`src/hw/rtl/ldc_pkg.sv`:
```
`timescale 1ns / 1ps
// Shared types, widths and register codes for the lens distortion correction pipeline.
package ldc_pkg;

    localparam int FRAC_W    = 24;   // fraction bits of the Q.24 datapath
    localparam int PT_W      = 24;   // Q1.23 point and center
    localparam int COEF_W    = 32;   // Q8.24 coefficients
    localparam int CFG_IDX_W = 3;
    localparam int OUT_W     = 32;

    localparam int D_W    = PT_W + 1;                  // offset from center
    localparam int SQ_SH  = 2 * (PT_W - 1) - FRAC_W;   // Q.46 -> Q.24
    localparam int SQ_W   = 28;                        // dx^2, dy^2, dx*dy in Q.24
    localparam int R2_W   = 29;
    localparam int TA_W   = 30;                        // r2 + 2*dx^2
    localparam int R4_W   = 32;
    localparam int R6_W   = 35;
    localparam int KR2_W  = 36;
    localparam int KR4_W  = 39;
    localparam int KR24_W = 40;
    localparam int K3H_W  = COEF_W + R6_W - FRAC_W;    // k3 * r6 upper part
    localparam int K3L_W  = 33;                        // k3 * r6 lower part, shifted
    localparam int RAD_W  = 42;
    localparam int TP_W   = 37;                        // p * (r2 + 2*s)
    localparam int TD_W   = 35;                        // p * dxy
    localparam int TAN_W  = 38;
    localparam int SUM_W  = 46;

    localparam logic [CFG_IDX_W-1:0] REG_CENTER_X = 3'd0;
    localparam logic [CFG_IDX_W-1:0] REG_CENTER_Y = 3'd1;
    localparam logic [CFG_IDX_W-1:0] REG_RADIAL_K1 = 3'd2;
    localparam logic [CFG_IDX_W-1:0] REG_RADIAL_K2 = 3'd3;
    localparam logic [CFG_IDX_W-1:0] REG_RADIAL_K3 = 3'd4;
    localparam logic [CFG_IDX_W-1:0] REG_TANGENTIAL_P1 = 3'd5;
    localparam logic [CFG_IDX_W-1:0] REG_TANGENTIAL_P2 = 3'd6;

    localparam logic signed [OUT_W-1:0] OUT_MAX = {1'b0, {(OUT_W-1){1'b1}}};
    localparam logic signed [OUT_W-1:0] OUT_MIN = {1'b1, {(OUT_W-1){1'b0}}};

    typedef struct packed {
        logic signed [PT_W-1:0] image_x;
        logic signed [PT_W-1:0] image_y;
    } t_in;

    typedef struct packed {
        logic signed [OUT_W-1:0] corrected_x;
        logic signed [OUT_W-1:0] corrected_y;
        logic                    saturated;
    } t_out;

    typedef struct packed {
        logic signed [PT_W-1:0]   center_x;
        logic signed [PT_W-1:0]   center_y;
        logic signed [COEF_W-1:0] radial_k1;
        logic signed [COEF_W-1:0] radial_k2;
        logic signed [COEF_W-1:0] radial_k3;
        logic signed [COEF_W-1:0] tangential_p1;
        logic signed [COEF_W-1:0] tangential_p2;
    } t_cfg;

    // offsets and radius terms, offset stages -> radial stages
    typedef struct packed {
        logic                   valid;
        logic signed [PT_W-1:0] x;
        logic signed [PT_W-1:0] y;
        logic signed [D_W-1:0]  dx;
        logic signed [D_W-1:0]  dy;
        logic signed [SQ_W-1:0] dxy;
        logic signed [R2_W-1:0] r2;
        logic signed [TA_W-1:0] txa;
        logic signed [TA_W-1:0] tya;
    } t_geo;

    // radial factor and tangential terms, radial stages -> output stages
    typedef struct packed {
        logic                    valid;
        logic signed [PT_W-1:0]  x;
        logic signed [PT_W-1:0]  y;
        logic signed [D_W-1:0]   dx;
        logic signed [D_W-1:0]   dy;
        logic signed [RAD_W-1:0] rad;
        logic signed [TAN_W-1:0] tx;
        logic signed [TAN_W-1:0] ty;
    } t_rad;

endpackage

```
`src/hw/rtl/ldc_cfg_regs.sv`:
```
`timescale 1ns / 1ps
// Configuration register file: principal point and distortion coefficients.
module ldc_cfg_regs (
    input  logic                             i_clk,
    input  logic                             i_rst_n,
    input  logic                             i_we,
    input  logic [ldc_pkg::CFG_IDX_W-1:0]    i_idx,
    input  logic [ldc_pkg::COEF_W-1:0]       i_data,
    output ldc_pkg::t_cfg                    o_cfg
);
    import ldc_pkg::*;

    t_cfg r_cfg;
    t_cfg n_cfg;

    always_comb begin
        n_cfg = r_cfg;
        if (i_we) begin
            case (i_idx)
                REG_CENTER_X:      n_cfg.center_x = i_data[PT_W-1:0];
                REG_CENTER_Y:      n_cfg.center_y = i_data[PT_W-1:0];
                REG_RADIAL_K1:     n_cfg.radial_k1 = i_data;
                REG_RADIAL_K2:     n_cfg.radial_k2 = i_data;
                REG_RADIAL_K3:     n_cfg.radial_k3 = i_data;
                REG_TANGENTIAL_P1: n_cfg.tangential_p1 = i_data;
                REG_TANGENTIAL_P2: n_cfg.tangential_p2 = i_data;
                default:           n_cfg = r_cfg;   // unmapped index, dropped
            endcase
        end
    end

    always_ff @(posedge i_clk) begin
        if (!i_rst_n) begin
            r_cfg <= '0;
        end else begin
            r_cfg <= n_cfg;
        end
    end

    assign o_cfg = r_cfg;

endmodule

```
`config.mk`:
```
export PLATFORM = sky130hd
export DESIGN_NAME = ldc_cfg_regs
export DESIGN_NICKNAME = d
export VERILOG_FILES = /design/src/hw/rtl/ldc_pkg.sv /design/src/hw/rtl/ldc_cfg_regs.sv
export SDC_FILE = /design/constraint.sdc
export NUM_CORES = 1
export LEC_CHECK = 0
export ABC_AREA = 0
export BUFFER_PORTS_ARGS = -buffer_cell sky130_fd_sc_hd__buf_4
export CORE_ASPECT_RATIO = 1.1
export CORE_MARGIN = 1.5
export CORE_UTILIZATION = 54
export CTS_CLUSTER_SIZE = 8
export DETAILED_ROUTE_END_ITERATION = 7
export HOLD_SLACK_MARGIN = 0.12
export PLACE_DENSITY = 0.84
export SLEW_MARGIN = 15
export SYNTH_ARGS = -nofsm -noshare
export SYNTH_HDL_FRONTEND = slang
export SYNTH_SLANG_ARGS = --single-unit
export TNS_END_PERCENT = 20
```
`constraint.sdc`:
```
create_clock -name i_clk -period 1.9 [get_ports i_clk]
set_input_delay 0.095 -clock i_clk [delete_from_list [all_inputs] [get_ports i_clk]]
set_output_delay 0.095 -clock i_clk [all_outputs]
set_load 0.01 [all_outputs]
```
==> results of run 1 <==
-- routing by layer --
layer	GRT usage, %	vias up
li1	-	2894
met1	33.3	2996
met2	48.2	257
met3	7.88	78
met4	15.3	0
met5	0	-
-- cells by family (layout without fill, tap and decap cells) --
family / count (synthesis) / count (layout) / synth area share (%)
flip-flops: 208 / 208 / 55.4
multiplexers: 208 / 208 / 27.7
buffers and inverters: 51 / 329 / 3.86
AND/OR/NAND/NOR: 247 / 247 / 13.0
-- area by class of cell --
type | instances | area [sq um]
multi-input combinational | 455 | 3100
fill | 896 | 3070
sequential | 208 | 4160
tap | 188 | 235
clock buffer | 29 | 726
timing repair buffer | 300 | 2380
-- tightest hold or removal path: cells and delay by family --
family                 cells  cell delay (ns)
buffers and inverters      2             0.31
multiplexers               1             0.12
AND/OR/NAND/NOR            1             0.06
-- path summary, 6_finish.rpt --
check                           cells past startpoint                       to  slack, ns                     from
worst max-delay path                                5   o_cfg[37]$_SDFFE_PN0P_       0.62                  i_rst_n
worst min-delay path                                4  o_cfg[190]$_SDFFE_PN0P_       0.14                 i_idx[0]
worst max register to register                      2  o_cfg[126]$_SDFFE_PN0P_       1.22  o_cfg[126]$_SDFFE_PN0P_
worst min register to register                      2  o_cfg[198]$_SDFFE_PN0P_       0.46  o_cfg[198]$_SDFFE_PN0P_
-- power groups by stage --
stage / sequential, mW / combinational (mW) / clock, mW
2_1_floorplan: 4.65 / 0.295 / 0
3_3_place_gp: 4.60 / 0.665 / 0
3_5_place_dp: 4.61 / 0.676 / 0
4_1_cts: 4.52 / 0.732 / 4.35
5_1_grt: 4.53 / 0.783 / 4.54
6_report: 4.52 / 0.737 / 4.32
-- cells in the final DEF, fill, tap and decap left out, drive strengths merged --
master / count
dfxtp: 208
nand4bb: 2
buf: 269
and4bb: 1
nand2: 240
mux2i: 208
clkbuf: 29
nand4b: 3
dlygate4sd3: 31
nor4b: 1
-- what timing repair did --
item,4_1_cts,5_1_grt
hold buffers,31,0
setup buffers,0,0
hold endpoints to repair,180,0
-- stage by stage --
step	instances	hold WS [ns]	instance area, sq um	power [mW]
global route	1180	0.139	10600	9.85
detailed placement	1120	0.448	9570	5.28
CTS	1180	0.123	10600	9.60
finish	1180	0.140	10600	9.58
floorplan	714	0.319	7510	4.94
global placement	1120	0.442	9570	5.27
==> flow_summary.toml, run 1 <==
[timing]
finalHoldViolCount = 0
clock.fmax_ghz = 0.779
slew_headroom_pct = 58.2
fin_worst_skew_ns = 0
finalMaxSlewViolations = 0
setup-tns-final_ns = 0
worstMarginPinSlew_ns = 0.626
period_share_pct = 67.6
finalSetupViolations = 0
layout_min_cycle_time_ns = 1.28
rsz0062_at_grt = "false"
setup_slack_ns = 0.616

[routing]
postRouteAntennaNets = 0
via_count = 6225
finalWirelength_microns = 21400
routed-wl-met3_microns = 1650
drt_iter0_markers = 293
via_per_inst = 5.28
wl_per_cell_microns = 18.1
drc_errors = 0
wl_met1_microns = 8340
drtPass1Iterations = 4
highest_layer = "met4"
route.met2.wl_microns = 10300

[final_layout]
largest_reg_flops = 208
final_nets = 1032
postLayoutCoreUtil_pct = 77.5
area_growth_syn_to_layout_pct = 41.2
drive_above_1_share_pct = 30.4
antennaDiodeCount = 0

[power_and_ir_drop]
p_leak_nw = 5.49
seq_power_share_pct = 47.2
clkPwrFrac_pct = 45.1
peakVddDrop_mv = 0.648
powerDensity_nw_per_um2 = 903
switching_share_pct = 22.2
p_int_mw = 7.45
combPwrFrac_pct = 7.7
p_sw_mw = 2.13

[floorplanning]
start_util_pct = 54.9
die_x_microns = 115
die_h_microns = 127
coreArea_sq_um = 13700
dieArea_sq_um = 14600
rows = 45
io_pins = 246

[clocking]
htreeDepth = 1
cts-buffers-inserted = 29
cts_tree = "built"
cts_root_buf = "clkbuf_16"
cts_resized = 0
insertion_delay_ns = 0.50
clock_sinks = 208
clockBufferDepth = 3
cts.clk_slew.worst_paths_ns = 0.05

[worst_setup_path]
cp_data_arrival_time_ns = 1.70
max_stage_delay_ns = 0.55
worstSetupPathType = "input port to flip-flop"
cp_top_family = "buffers and inverters"
path_cells = "dlygate4sd3_1, buf_6, buf_4, nand2_1, mux2i_1"
timing.critical_path.buf_inv = 3
required_ns = 2.32
crit_path_end_kind = "flip-flop"
critPathLaunchType = "input port"
path_max_fanout = 41
crit_slowest_cell = "dlygate4sd3_1"

[run_status]
status = "completed"

[synth]
synth_top_area_cell = "dfxtp_1"
synthTopCellsByCount = "nand2_1 (240), dfxtp_1 (208), mux2i_1 (208)"
ys_seq_elements = 208
syn_nets = 752
ys_seq_area_share_pct = 55.4
synth-warning-count = 0
yosysTopAreaCellShare_pct = 55.4
postSynthCellCount = 714
async_flop_share_pct = 0
synth_top_flop_cell = "dfxtp_1"
synth_edf_count = 0
netlist_area_sq_um = 7510
synth.distinct_cells = 12
synthTopCellsByArea = "dfxtp_1 (55%), mux2i_1 (28%), nand2_1 (12%), buf_4 (1.6%), clkbuf_1 (1.0%)"
yosysMostFrequentCell = "nand2_1"
avgSynthCellArea_sq_um = 10.5

[job]
maxCapViolations = 0

[grt]
grt_pass1_wl_microns = 33200
grt-ovfl-total = 0
track_usage_pct = 28.8
grt_start_max_net_pins = 42
grt_antenna_before_repair = 0
grt_pass1_vias = 6378

[place]
pre_cts_ws_ns = 0.638
routabilityCongestion = 0.799
io_buffer_count = 245
hpwl_microns = 13700

[hold_path]
hp-class = "input port to flip-flop"
(Power assumes the default switching activity.)
==> run 2: changes to the inputs <==
--- a/config.mk
+++ b/config.mk
@@ -9,11 +9,11 @@
 export BUFFER_PORTS_ARGS = -buffer_cell sky130_fd_sc_hd__buf_4
 export CORE_ASPECT_RATIO = 1.1
 export CORE_MARGIN = 1.5
-export CORE_UTILIZATION = 54
+export CORE_UTILIZATION = 45
 export CTS_CLUSTER_SIZE = 8
 export DETAILED_ROUTE_END_ITERATION = 7
 export HOLD_SLACK_MARGIN = 0.12
-export PLACE_DENSITY = 0.84
+export PLACE_DENSITY = 0.75
 export SLEW_MARGIN = 15
 export SYNTH_ARGS = -nofsm -noshare
 export SYNTH_HDL_FRONTEND = slang
==> constraint.sdc (replaced) <==
create_clock -name i_clk -period 1.06 [get_ports i_clk]
set_input_delay 0.053 -clock i_clk [delete_from_list [all_inputs] [get_ports i_clk]]
set_output_delay 0.053 -clock i_clk [all_outputs]
set_load 0.01 [all_outputs]
==> run 2 against run 1 <==
Against the previous run:
- critical path depth down 4
- first-iteration DRC count fell by 28%
- utilization fell by 9.9 points
- cell count rose by 2.1%
- largest cell class unchanged
- global-route usage decreased by 5.1 points
- worst setup slack got worse by 0.62 ns
- critical path type is now flip-flop to output pin
==> flow_summary.toml, run 2 (synthesis results as in run 1) <==
[run_status]
status = "completed"

[final_layout]
fillers = 1247
drive_above_1_share_pct = 42.6
largest_reg_flops = 208
final_nets = 1040
antennaDiodeCount = 0
postLayoutCoreUtil_pct = 67.6
final_cell_count_no_fill = 1205
final_common_cell = "nand2_1"
layout_common_cells = "nand2_1 (236), buf_4 (235), mux2i_1 (208), dfxtp_2 (116), dfxtp_1 (92)"
area_growth_syn_to_layout_pct = 47.3

[grt]
grt_start_max_net_pins = 40
grt-ovfl-total = 0
track_usage_pct = 23.7
grt_pass1_wl_microns = 32900
grt_antenna_before_repair = 0
grt_pass1_vias = 6087

[place]
place_inst = 1139
hpwl_microns = 14000
io_buffer_count = 245
routabilityCongestion = 0.811

[worst_setup_path]
required_ns = 1.01
worstSetupPathType = "flip-flop to output pin"
path_cells = "buf_4"
timing.critical_path.buf_inv = 1
cp_data_arrival_time_ns = 1.01
crit_path_end_kind = "output pin"
r2r_slack_ns = 0.44
max_stage_delay_ns = 0.35
cp_top_family = "flip-flops"
crit_slowest_cell = "dfxtp_1"
critPathLaunchType = "flip-flop"
path_max_fanout = 2

[clocking]
clockBufferDepth = 3
cts.clk_slew.worst_paths_ns = 0.05
cts_tree = "built"
postCtsHoldBufs = 36
htreeDepth = 1
clock_sinks = 208
cts_root_buf = "clkbuf_16"
cts-buffers-inserted = 29
insertion_delay_ns = 0.51

[timing]
clock.fmax_ghz = 0.944
worstMarginPinSlew_ns = 0.409
period_share_pct = 100
fin_worst_skew_ns = 0
finalSetupViolations = 0
layout_min_cycle_time_ns = 1.06
finalHoldViolCount = 0
rsz0062_at_grt = "true"
slew_headroom_pct = 72.7
finalMaxSlewViolations = 0
setup-tns-final_ns = 0

[power_and_ir_drop]
clkPwrFrac_pct = 45.0
powerDensity_nw_per_um2 = 1560
seq_power_share_pct = 47.0
switching_share_pct = 22.3
combPwrFrac_pct = 8.0
p_leak_nw = 5.65
peakVddDrop_mv = 1.27
p_int_mw = 13.4
p_sw_mw = 3.86
power_mw = 17.3

[floorplanning]
dieArea_sq_um = 17500
coreArea_sq_um = 16400
die_x_microns = 126
io_pins = 246
start_util_pct = 45.9
die_h_microns = 139
rows = 49

[job]
maxCapViolations = 0

[routing]
postRouteAntennaNets = 0
drc_errors = 0
via_count = 6075
wl_per_cell_microns = 17.7
finalWirelength_microns = 21300
drtPass1Iterations = 4
via_per_inst = 5.04
drt_iter0_markers = 211

[hold_path]
hp-class = "input port to flip-flop"
run 2: cell count changes in the layout (fill, tap and decap cells not counted):
cell,previous run,this run
buf_6,1,24
buf_4,264,235
buf_12,4,13
inv_6,0,1
dlymetal6s4s_1,0,1
dfxtp_1,208,92
dfxtp_2,0,116
nand2_2,0,4
nand2_1,240,236
dlygate4sd3_1,31,35
run 2: power groups by stage:
| stage | Combinational, mW | Clock (mW) | Sequential, mW |
|---|---|---|---|
| 6_report | 1.39 | 7.80 | 8.13 |
| 5_1_grt | 1.48 | 8.25 | 8.14 |
| 4_1_cts | 1.37 | 7.92 | 8.11 |
| 3_5_place_dp | 1.26 | 0 | 8.25 |
| 3_3_place_gp | 1.25 | 0 | 8.25 |
| 2_1_floorplan | 0.528 | 0 | 8.33 |
run 2: path summary, 6_finish.rpt:
kind                            from                 endpoint  cells after the start
min                         i_idx[0]  o_cfg[192]$_SDFFE_PN0P_                      4
max          o_cfg[104]$_SDFFE_PN0P_               o_cfg[104]                      1
min reg2reg  o_cfg[166]$_SDFFE_PN0P_  o_cfg[166]$_SDFFE_PN0P_                      2
max reg2reg   o_cfg[71]$_SDFFE_PN0P_   o_cfg[71]$_SDFFE_PN0P_                      2
run 2: through the flow:
stage	hold WS [ns]	instance area (sq um)	setup slack [ns]
detailed placement	0.429	9730	-0.0228
finish	0.0718	11100	0.000160
CTS	0.0586	10800	0.000474
floorplan	0.277	7510	0.0832
global route	0.0926	11100	-0.0347
global placement	0.420	9730	0.0218
run 2: metal layers:
metal / vias up / global-route usage, % / routed length (microns)
met5: - / 0 / 0
met3: 52 / 7.51 / 1720
met4: 0 / 9.80 / 744
met2: 215 / 40.1 / 10300
li1: 2911 / - / -
met1: 2897 / 27.6 / 8530
run 2: tightest hold or removal path: stages:
cell and delay, ns:
buf_4 0.13, nor4b_4 0.06, buf_12 0.17, mux2i_1 0.13
run 2: cell type report:
type / count / area (sq um) / share of cell area, %
flip-flops and latches: 208 / 4310 / 38.9
multi-input cells: 455 / 3110 / 28.1
repair buffers: 308 / 2660 / 24.0
clock buffers: 29 / 726 / 6.56
well taps: 204 / 255 / 2.31
clock inverters: 1 / 8.76 / 0.0791
run 2: what timing repair did:
item	CTS	global route
resized for setup	16	128
setup buffers	0	0
setup endpoints to repair	16	127
endpoints found under the hold margin	208	21
